`src/smx_pkg.sv`:
```
`default_nettype none
package smx_pkg;

  // Vector geometry
  localparam int MAX_LEN = 64;
  localparam int IDX_W   = $clog2(MAX_LEN);
  localparam int CNT_W   = $clog2(MAX_LEN + 1);

  // Field and datapath widths
  localparam int SCORE_W = 16;
  localparam int PROB_W  = 16;
  localparam int TERM_W  = 16;
  localparam int SUM_W   = 22;
  localparam int NUM_W   = 32;

  // log2(e) in Q.16
  localparam logic [16:0] LOG2E_Q16 = 17'd94548;

  // Serial divider: quotient never exceeds 2^16, so 17 steps cover it
  localparam int DIV_STEPS = 17;
  localparam int DIV_CNT_W = $clog2(DIV_STEPS + 1);

  // Controller states
  typedef enum logic [2:0] {
    ST_LOAD,
    ST_SUM_ISSUE,
    ST_SUM_DRAIN,
    ST_EMIT_ISSUE,
    ST_EMIT_EXP,
    ST_EMIT_DIV
  } smx_state_t;

  // Commands from controller to datapath
  typedef struct packed {
    logic load_en;
    logic idx_clr;
    logic idx_inc;
    logic rd_en;
    logic sum_clr;
    logic sum_mode;
    logic div_start;
    logic out_load;
    logic vec_clr;
  } smx_cmd_t;

  // Status from datapath to controller
  typedef struct packed {
    logic idx_last;
    logic pipe_idle;
    logic term_valid;
    logic div_busy;
    logic out_free;
  } smx_sts_t;

  // 2^(-i/16) in Q1.16, i = 0..16
  function automatic logic [16:0] pow2_tab(input logic [4:0] idx);
    logic [16:0] v;
    case (idx)
      5'd0:    v = 17'd65536;
      5'd1:    v = 17'd62757;
      5'd2:    v = 17'd60097;
      5'd3:    v = 17'd57549;
      5'd4:    v = 17'd55109;
      5'd5:    v = 17'd52773;
      5'd6:    v = 17'd50535;
      5'd7:    v = 17'd48393;
      5'd8:    v = 17'd46341;
      5'd9:    v = 17'd44376;
      5'd10:   v = 17'd42495;
      5'd11:   v = 17'd40693;
      5'd12:   v = 17'd38968;
      5'd13:   v = 17'd37316;
      5'd14:   v = 17'd35734;
      5'd15:   v = 17'd34219;
      5'd16:   v = 17'd32768;
      default: v = 17'd32768;
    endcase
    return v;
  endfunction

endpackage
`default_nettype wire

```
`src/smx_exp.sv`:
```
`default_nettype none
// Three-stage exponential: exp(score - max) as 2^(-t*log2e), Q1.15 result
module smx_exp
  import smx_pkg::*;
(
  input  wire logic                      clk,
  input  wire logic                      rst_n,
  input  wire logic                      in_valid,
  input  wire logic signed [SCORE_W-1:0] score,
  input  wire logic signed [SCORE_W-1:0] max_score,
  output logic                           term_valid,
  output logic [TERM_W-1:0]              term,
  output logic                           idle
);

  logic              v1_r, v2_r, v3_r;
  logic [32:0]       prod_r;
  logic [11:0]       dr_hi_r;
  logic [16:0]       ti_r;
  logic [3:0]        n_r;
  logic              zero_r;
  logic [TERM_W-1:0] term_r;

  logic [15:0] t;
  logic [24:0] y;
  logic [4:0]  ti_idx;
  logic [16:0] t_lo;
  logic [16:0] t_hi;
  logic [11:0] diff;
  logic [23:0] dr;
  logic [16:0] m;
  logic [4:0]  sh;
  logic [16:0] m_sh;

  // Stage 1: distance below max, scale by log2(e)
  always_comb begin
    t = 16'(max_score - score);
  end

  // Stage 2: split exponent, interpolate between table points
  always_comb begin
    y      = prod_r[32:8];
    ti_idx = {1'b0, y[15:12]};
    t_lo   = pow2_tab(ti_idx);
    t_hi   = pow2_tab(ti_idx + 5'd1);
    diff   = 12'(t_lo - t_hi);
    dr     = diff * y[11:0];
  end

  // Stage 3: apply integer part of exponent as a right shift
  always_comb begin
    m    = ti_r - {5'd0, dr_hi_r};
    sh   = {1'b0, n_r} + 5'd1;
    m_sh = m >> sh;
  end

  always_ff @(posedge clk) begin
    if (!rst_n) begin
      v1_r <= 1'b0;
      v2_r <= 1'b0;
      v3_r <= 1'b0;
    end else begin
      v1_r <= in_valid;
      v2_r <= v1_r;
      v3_r <= v2_r;
    end
  end

  always_ff @(posedge clk) begin
    prod_r  <= t * LOG2E_Q16;
    dr_hi_r <= dr[23:12];
    ti_r    <= t_lo;
    n_r     <= y[19:16];
    zero_r  <= (y[24:20] != 5'd0);
    term_r  <= zero_r ? '0 : TERM_W'(m_sh);
  end

  assign term_valid = v3_r;
  assign term       = term_r;
  assign idle       = !(v1_r || v2_r || v3_r);

endmodule
`default_nettype wire

```
`src/smx_div.sv`:
```
`default_nettype none
// Restoring divider, one quotient bit per cycle, saturating to 16 bits
module smx_div
  import smx_pkg::*;
(
  input  wire logic               clk,
  input  wire logic               rst_n,
  input  wire logic               start,
  input  wire logic [NUM_W-1:0]   num,
  input  wire logic [SUM_W-1:0]   den,
  output logic                    busy,
  output logic [PROB_W-1:0]       quot
);

  logic                 busy_r, busy_nxt;
  logic [DIV_CNT_W-1:0] cnt_r, cnt_nxt;
  logic [SUM_W-1:0]     rem_r, rem_nxt;
  logic [DIV_STEPS-1:0] sh_r, sh_nxt;
  logic [SUM_W-1:0]     den_r, den_nxt;
  logic [SUM_W:0]       trial;
  logic                 ge;

  // Operand load on start, else one subtract-and-compare step
  always_comb begin
    trial    = {rem_r, sh_r[DIV_STEPS-1]};
    ge       = (trial >= {1'b0, den_r});
    busy_nxt = busy_r;
    cnt_nxt  = cnt_r;
    rem_nxt  = rem_r;
    sh_nxt   = sh_r;
    den_nxt  = den_r;
    if (start) begin
      busy_nxt = 1'b1;
      cnt_nxt  = '0;
      rem_nxt  = SUM_W'(num[NUM_W-1:DIV_STEPS]);
      sh_nxt   = num[DIV_STEPS-1:0];
      den_nxt  = den;
    end else if (busy_r) begin
      rem_nxt = ge ? SUM_W'(trial - {1'b0, den_r}) : trial[SUM_W-1:0];
      sh_nxt  = {sh_r[DIV_STEPS-2:0], ge};
      cnt_nxt = cnt_r + 1'b1;
      if (cnt_r == DIV_CNT_W'(DIV_STEPS - 1)) begin
        busy_nxt = 1'b0;
      end
    end
  end

  always_ff @(posedge clk) begin
    if (!rst_n) begin
      busy_r <= 1'b0;
      cnt_r  <= '0;
    end else begin
      busy_r <= busy_nxt;
      cnt_r  <= cnt_nxt;
    end
  end

  always_ff @(posedge clk) begin
    rem_r <= rem_nxt;
    sh_r  <= sh_nxt;
    den_r <= den_nxt;
  end

  assign busy = busy_r;
  assign quot = sh_r[DIV_STEPS-1] ? {PROB_W{1'b1}} : sh_r[PROB_W-1:0];

endmodule
`default_nettype wire

```
`src/smx_datapath.sv`:
```
`default_nettype none
// Score store, running max, element count, exp sum, divider and output register
module smx_datapath
  import smx_pkg::*;
(
  input  wire logic               clk,
  input  wire logic               rst_n,
  input  wire smx_cmd_t           cmd,
  output smx_sts_t                sts,
  input  wire logic [SCORE_W-1:0] in_score,
  output logic                    out_valid,
  input  wire logic               out_ready,
  output logic [PROB_W-1:0]       out_prob,
  output logic                    out_last
);

  logic [SCORE_W-1:0] mem [MAX_LEN];

  logic [CNT_W-1:0]          count_r, count_nxt;
  logic signed [SCORE_W-1:0] max_r, max_nxt;
  logic [IDX_W-1:0]          idx_r, idx_nxt;
  logic [SUM_W-1:0]          sum_r, sum_nxt;
  logic                      rd_valid_r;
  logic signed [SCORE_W-1:0] rd_data_r;
  logic                      out_valid_r, out_valid_nxt;
  logic [PROB_W-1:0]         out_prob_r;
  logic                      out_last_r;

  logic              room;
  logic              idx_last;
  logic              term_valid;
  logic [TERM_W-1:0] term;
  logic              exp_idle;
  logic              div_busy;
  logic [PROB_W-1:0] quot;
  logic [NUM_W-1:0]  num;

  assign room     = (count_r != CNT_W'(MAX_LEN));
  assign idx_last = ((CNT_W'(idx_r) + 1'b1) == count_r);

  // Store scores as they arrive and read them back by index
  always_ff @(posedge clk) begin
    if (cmd.load_en && room) begin
      mem[count_r[IDX_W-1:0]] <= in_score;
    end
    if (cmd.rd_en) begin
      rd_data_r <= mem[idx_r];
    end
  end

  // Count, max, read index, sum, output flag
  always_comb begin
    count_nxt     = count_r;
    max_nxt       = max_r;
    idx_nxt       = idx_r;
    sum_nxt       = sum_r;
    out_valid_nxt = out_valid_r;
    if (cmd.load_en && room) begin
      count_nxt = count_r + 1'b1;
      if ($signed(in_score) > max_r) begin
        max_nxt = $signed(in_score);
      end
    end
    if (cmd.vec_clr) begin
      count_nxt = '0;
      max_nxt   = {1'b1, {(SCORE_W-1){1'b0}}};
    end
    if (cmd.idx_clr) begin
      idx_nxt = '0;
    end else if (cmd.idx_inc) begin
      idx_nxt = idx_r + 1'b1;
    end
    if (cmd.sum_clr) begin
      sum_nxt = '0;
    end else if (cmd.sum_mode && term_valid) begin
      sum_nxt = sum_r + SUM_W'(term);
    end
    if (out_valid_r && out_ready) begin
      out_valid_nxt = 1'b0;
    end
    if (cmd.out_load) begin
      out_valid_nxt = 1'b1;
    end
  end

  always_ff @(posedge clk) begin
    if (!rst_n) begin
      count_r     <= '0;
      max_r       <= {1'b1, {(SCORE_W-1){1'b0}}};
      idx_r       <= '0;
      sum_r       <= '0;
      rd_valid_r  <= 1'b0;
      out_valid_r <= 1'b0;
    end else begin
      count_r     <= count_nxt;
      max_r       <= max_nxt;
      idx_r       <= idx_nxt;
      sum_r       <= sum_nxt;
      rd_valid_r  <= cmd.rd_en;
      out_valid_r <= out_valid_nxt;
    end
  end

  // Hold the result until taken
  always_ff @(posedge clk) begin
    if (cmd.out_load) begin
      out_prob_r <= quot;
      out_last_r <= idx_last;
    end
  end

  smx_exp u_exp (
    .clk        (clk),
    .rst_n      (rst_n),
    .in_valid   (rd_valid_r),
    .score      (rd_data_r),
    .max_score  (max_r),
    .term_valid (term_valid),
    .term       (term),
    .idle       (exp_idle)
  );

  // Numerator: term scaled to Q.16 plus half the sum for rounding
  assign num = {term, 16'd0} + NUM_W'(sum_r[SUM_W-1:1]);

  smx_div u_div (
    .clk   (clk),
    .rst_n (rst_n),
    .start (cmd.div_start),
    .num   (num),
    .den   (sum_r),
    .busy  (div_busy),
    .quot  (quot)
  );

  always_comb begin
    sts.idx_last   = idx_last;
    sts.pipe_idle  = exp_idle && !rd_valid_r;
    sts.term_valid = term_valid;
    sts.div_busy   = div_busy;
    sts.out_free   = !out_valid_r || out_ready;
  end

  assign out_valid = out_valid_r;
  assign out_prob  = out_prob_r;
  assign out_last  = out_last_r;

endmodule
`default_nettype wire

```
`src/smx_ctrl.sv`:
```
`default_nettype none
// Sequencer: load scores, sum pass, then one probability at a time
module smx_ctrl
  import smx_pkg::*;
(
  input  wire logic     clk,
  input  wire logic     rst_n,
  input  wire logic     in_valid,
  input  wire logic     in_last,
  output logic          in_ready,
  input  wire smx_sts_t sts,
  output smx_cmd_t      cmd
);

  smx_state_t state_r, state_nxt;

  always_ff @(posedge clk) begin
    if (!rst_n) begin
      state_r <= ST_LOAD;
    end else begin
      state_r <= state_nxt;
    end
  end

  always_comb begin
    state_nxt = state_r;
    cmd       = '0;
    in_ready  = 1'b0;
    case (state_r)
      ST_LOAD: begin
        in_ready = 1'b1;
        if (in_valid) begin
          cmd.load_en = 1'b1;
          if (in_last) begin
            cmd.idx_clr = 1'b1;
            cmd.sum_clr = 1'b1;
            state_nxt   = ST_SUM_ISSUE;
          end
        end
      end
      // Stream every stored score through the exp pipeline
      ST_SUM_ISSUE: begin
        cmd.sum_mode = 1'b1;
        cmd.rd_en    = 1'b1;
        if (sts.idx_last) begin
          cmd.idx_clr = 1'b1;
          state_nxt   = ST_SUM_DRAIN;
        end else begin
          cmd.idx_inc = 1'b1;
        end
      end
      ST_SUM_DRAIN: begin
        cmd.sum_mode = 1'b1;
        if (sts.pipe_idle) begin
          state_nxt = ST_EMIT_ISSUE;
        end
      end
      ST_EMIT_ISSUE: begin
        cmd.rd_en = 1'b1;
        state_nxt = ST_EMIT_EXP;
      end
      ST_EMIT_EXP: begin
        if (sts.term_valid) begin
          cmd.div_start = 1'b1;
          state_nxt     = ST_EMIT_DIV;
        end
      end
      // Hand the quotient to the output register once the divider is done and it is free
      ST_EMIT_DIV: begin
        if (!sts.div_busy && sts.out_free) begin
          cmd.out_load = 1'b1;
          if (sts.idx_last) begin
            cmd.vec_clr = 1'b1;
            state_nxt   = ST_LOAD;
          end else begin
            cmd.idx_inc = 1'b1;
            state_nxt   = ST_EMIT_ISSUE;
          end
        end
      end
      default: begin
        state_nxt = ST_LOAD;
      end
    endcase
  end

endmodule
`default_nettype wire

```
`src/softmax_vector_core.sv`:
```
`default_nettype none
// Channel   Direction  Handshake          Payload
// in_       input      tvalid / tready    tdata = score (Q8.8), tlast = last score
// out_      output     tvalid / tready    tdata = probability (Q0.16), tlast = last one
//
// Scores load at one per cycle into a 64-entry store; a score beyond 64 is dropped.
// After the last score a sum pass streams every stored score through the exp pipeline.
// Each probability then goes through a store read, the exp pipeline, the 17-step
// serial divider and a load into the output register.
// Reset is synchronous, active low; the store needs no clearing.
// Output stalls hold the divider result; the next vector may load while the
// final probability still waits in the output register.
module softmax_vector_core
  import smx_pkg::*;
(
  input  wire logic               clk,
  input  wire logic               rst_n,
  input  wire logic               in_tvalid,
  output logic                    in_tready,
  input  wire logic [SCORE_W-1:0] in_tdata,   // [15:0] score
  input  wire logic               in_tlast,
  output logic                    out_tvalid,
  input  wire logic               out_tready,
  output logic [PROB_W-1:0]       out_tdata,  // [15:0] probability
  output logic                    out_tlast
);

  smx_cmd_t cmd;
  smx_sts_t sts;

  smx_ctrl u_ctrl (
    .clk      (clk),
    .rst_n    (rst_n),
    .in_valid (in_tvalid),
    .in_last  (in_tlast),
    .in_ready (in_tready),
    .sts      (sts),
    .cmd      (cmd)
  );

  smx_datapath u_dp (
    .clk       (clk),
    .rst_n     (rst_n),
    .cmd       (cmd),
    .sts       (sts),
    .in_score  (in_tdata),
    .out_valid (out_tvalid),
    .out_ready (out_tready),
    .out_prob  (out_tdata),
    .out_last  (out_tlast)
  );

endmodule
`default_nettype wire
```
`config.mk`:
```
export PLATFORM = sky130hd
export DESIGN_NAME = softmax_vector_core
export DESIGN_NICKNAME = d
export VERILOG_FILES = /design/src/smx_pkg.sv /design/src/smx_exp.sv /design/src/smx_div.sv /design/src/smx_datapath.sv /design/src/smx_ctrl.sv /design/src/softmax_vector_core.sv
export SDC_FILE = /design/constraint.sdc
export NUM_CORES = 2
export LEC_CHECK = 0
export BUFFER_PORTS_ARGS = -buffer_cell sky130_fd_sc_hd__clkbuf_2
export CAP_MARGIN = 20
export CORE_ASPECT_RATIO = 0.5
export CORE_MARGIN = 3
export CORE_UTILIZATION = 36
export CTS_BUF_LIST = sky130_fd_sc_hd__clkbuf_16
export CTS_CLUSTER_SIZE = 14
export DETAILED_ROUTE_END_ITERATION = 8
export HOLD_SLACK_MARGIN = 0.08
export SLEW_MARGIN = 20
export SYNTH_ARGS = -nofsm -noshare
export SYNTH_HDL_FRONTEND = slang
export SYNTH_HIERARCHICAL = 1
export SYNTH_SLANG_ARGS = --single-unit
```
`constraint.sdc`:
```
create_clock -name clk -period 9 [get_ports clk]
set_input_delay 0 -clock clk [delete_from_list [all_inputs] [get_ports clk]]
set_output_delay 0 -clock clk [all_outputs]
set_load 0.01 [all_outputs]
```
==> results.ini <==
[die]
coreArea_um2=172000
io_pins=40
die_area_um2=179000
dieHeight_um=301
rows=107
start_util_pct=36.5
die-width_um=596

[logic_synthesis]
synth.top_cell.area_share_pct=53.2
synth_top_family_by_area=multiplexers
synth-compound-area-share_pct=5.19
synth_edf_count=1111
synthTopCellsByArea=edfxtp_1 (53%), mux4_2 (11%), ha_1 (6.1%), fa_1 (5.6%), dfxtp_1 (5.2%)
ys_top_cells_by_count=edfxtp_1 (1111), inv_1 (348), mux4_2 (311)
synth_async_sr_flop_share_pct=0
synthCells=4103
synth_xor_area_share_pct=1.91
ys_ff_latch=1275
syn_nets=4604
ys.flop_type=edfxtp_1
synth_area_leader_cell=edfxtp_1
synthSimpleGateAreaFrac_pct=6.29
synth_area_per_cell_um2=15.3
ys_seq_area_share_pct=58.5
synthAdderAreaFrac_pct=11.7
synth_cell_types=109
syn-cell-area_um2=62700
synthMuxAreaShare_pct=13.1
synth.most_common_cell=edfxtp_1
yosys_warnings=6

[global_routing]
grt_use_met2_pct=28.0
grt_max_degree=129
antenna_found_initial=5
globalRoute.totalOverflow=0
met1_usage_pct=22.1
grt_pass1_wl_mm=224
grt_usage_pct=16.4
busiest_layer=met2
grtUsageMet3_pct=2.23
first_global_vias=36292

[sta]
min_period_ns=8.41
tns_ns=0
hold_viol=0
finClkSkew_ns=0.0839
period_share_pct=93.4
clock.fmax_ghz=0.119
relSlewSlack_pct=22.4
setup_viol_count_final=0
grt_setup_unrepaired=false
postLayoutSetupSlackWorst_ns=0.594
tightestPinTransition_ns=1.16
drv_slew=0

[critical_path]
r2r_start=u_dp/u_exp/prod_r[20]
reg2reg_depth=32
critPathMostFrequentCell=fa_1
critical_path_class=flop to flop
crit_arrival_ns=9.03
worst-path-max-fanout=13
required_ns=9.62
start_kind=flop
slowest_stage=fa_1
r2r-end=u_dp/u_exp/dr_hi_r[11]
slowest_delay_ns=0.57
crit_path_end_kind=flop
ff2ff_setup_slack_ns=0.59

[route]
drt-initial-drc-count=2952
vias=34897
antenna_left=0
vias_per_cell=5.28
wl_mm=146
firstDrtPassIters=6
wl_per_cell_um=22.0
drcViolationCount=0

[final_layout]
diodes=0
fin_nets=4726
filler_cell_count=15483
area_delta_synth_final_pct=11.6
final_cells=6614
drive_gt1_share_pct=17.0
final_cell_area_um2=69900

[hold_path]
min_path_cells=2
worstHoldPathType=input port to flop
hp-start=in_tdata[3]
whs_endpoint=u_dp/mem[18][3]

[clock_network]
clock-sinks=1275
clock_latency_ns=0.77
cts_root_buf=clkbuf_16
clk_pin_slew_ns=0.06
cts_buffers=118
cts_tree=built
h-tree-depth=3
cts_buffer_depth=3

[place]
place_ws_ns=0.197
numPortBuffers=39
dpl.cell_count=6372
dpl.hpwl_mm=92.2
dpl_cell_area_um2=65800
gp_congestion=0.828

[flow_run]
maxCapViolations=0

[run_status]
status=finished, final reports clean

cells by family (layout without fill, tap and decap cells):
| kind of cell | after synthesis | in the layout |
|---|---|---|
| DFF | 1275 | 1275 |
| xor gates and xnor gates | 134 | 134 |
| buffers and inverters | 528 | 750 |
| and+or+nand+nor | 807 | 807 |
| adders and majority gates | 480 | 480 |
| AOI/OAI and AO/OA | 455 | 455 |
| muxes | 424 | 424 |
worst max path at each step:
stage	from	endpoint	slack (ns)	cells past startpoint
2_1_floorplan	u_dp/u_exp/prod_r[20]	u_dp/u_exp/dr_hi_r[11]	0.78	34
3_3_place_gp	u_dp/u_exp/prod_r[20]	u_dp/u_exp/dr_hi_r[11]	0.38	32
3_5_place_dp	u_dp/u_exp/prod_r[20]	u_dp/u_exp/dr_hi_r[11]	0.20	32
4_1_cts	u_dp/u_exp/prod_r[20]	u_dp/u_exp/dr_hi_r[11]	0.18	32
5_1_grt	u_dp/u_exp/prod_r[21]	u_dp/u_exp/dr_hi_r[5]	0.05	33
6_report	u_dp/u_exp/prod_r[20]	u_dp/u_exp/dr_hi_r[11]	0.59	32
cells in the final DEF (no fill, tap or decap), types with 74 or more instances in the layout:
cell          n
clkbuf_16   120
dfxtp_1     158
buf_4       115
ha_1        304
xnor2_1      74
and2_1       76
a21oi_1      96
nor2_1      203
nand2_1     229
mux4_2      311
mux2i_1      83
edfxtp_1   1111
fa_1        174
inv_1       385
routing by layer:
| layer | routed length (um) | up-vias |
|---|---|---|
| met5 | 0 | - |
| met4 | 2970 | 0 |
| met3 | 7320 | 189 |
| met2 | 72300 | 876 |
| met1 | 63200 | 18162 |
| li1 | - | 15670 |
per-stage QoR:
| stage | hold WS [ns] | util [%] |
|---|---|---|
| floorplan | 0.0989 | - |
| global placement | 0.313 | 38.4 |
| detailed placement | 0.314 | 38.4 |
| CTS | 0.126 | 40.7 |
| global route | 0.142 | 40.7 |
| finish | 0.160 | 40.7 |
critical path, delay by kind of cell (launching register included):
family                     cells  cell delay [ns]
DFF                            1             0.45
and+or+nand+nor                5             0.93
muxes                          1             0.15
adders and majority gates     10             4.12
xor gates and xnor gates       1             0.12
AOI/OAI and AO/OA             11             2.33
buffers and inverters          4             0.21
area by class of cell:
class	instances	area (um^2)	area share, %
clock inverter	100	782	1.12
multi-input combinational	2300	24000	34.3
clock buffer	120	3000	4.30
timing repair buffer	178	1320	1.89
inverter	352	1320	1.89
tap	2289	2860	4.10
sequential	1275	36700	52.4
state kept, by name (all words and copies together), names as in the netlist, 17 cells and up:
signal,count
u_dp/mem,1024
u_dp/sum_r,22
u_dp/u_div/rem_r,22
u_dp/u_div/den_r,22
u_dp/u_exp/ti_r,17
u_dp/u_exp/prod_r,25
u_dp/u_exp/t_lo,17
u_dp/u_div/sh_r,17
timing repair:
action | CTS | global route
endpoints found under the hold margin | 938 | 0
gates resized for setup | 0 | 8
setup buffers | 0 | 0
hold buffers | 22 | 0
setup endpoints to repair | 0 | 14
Power is not shown: default switching activity piles up to over one toggle a cycle in this logic, so the estimate is an artifact.
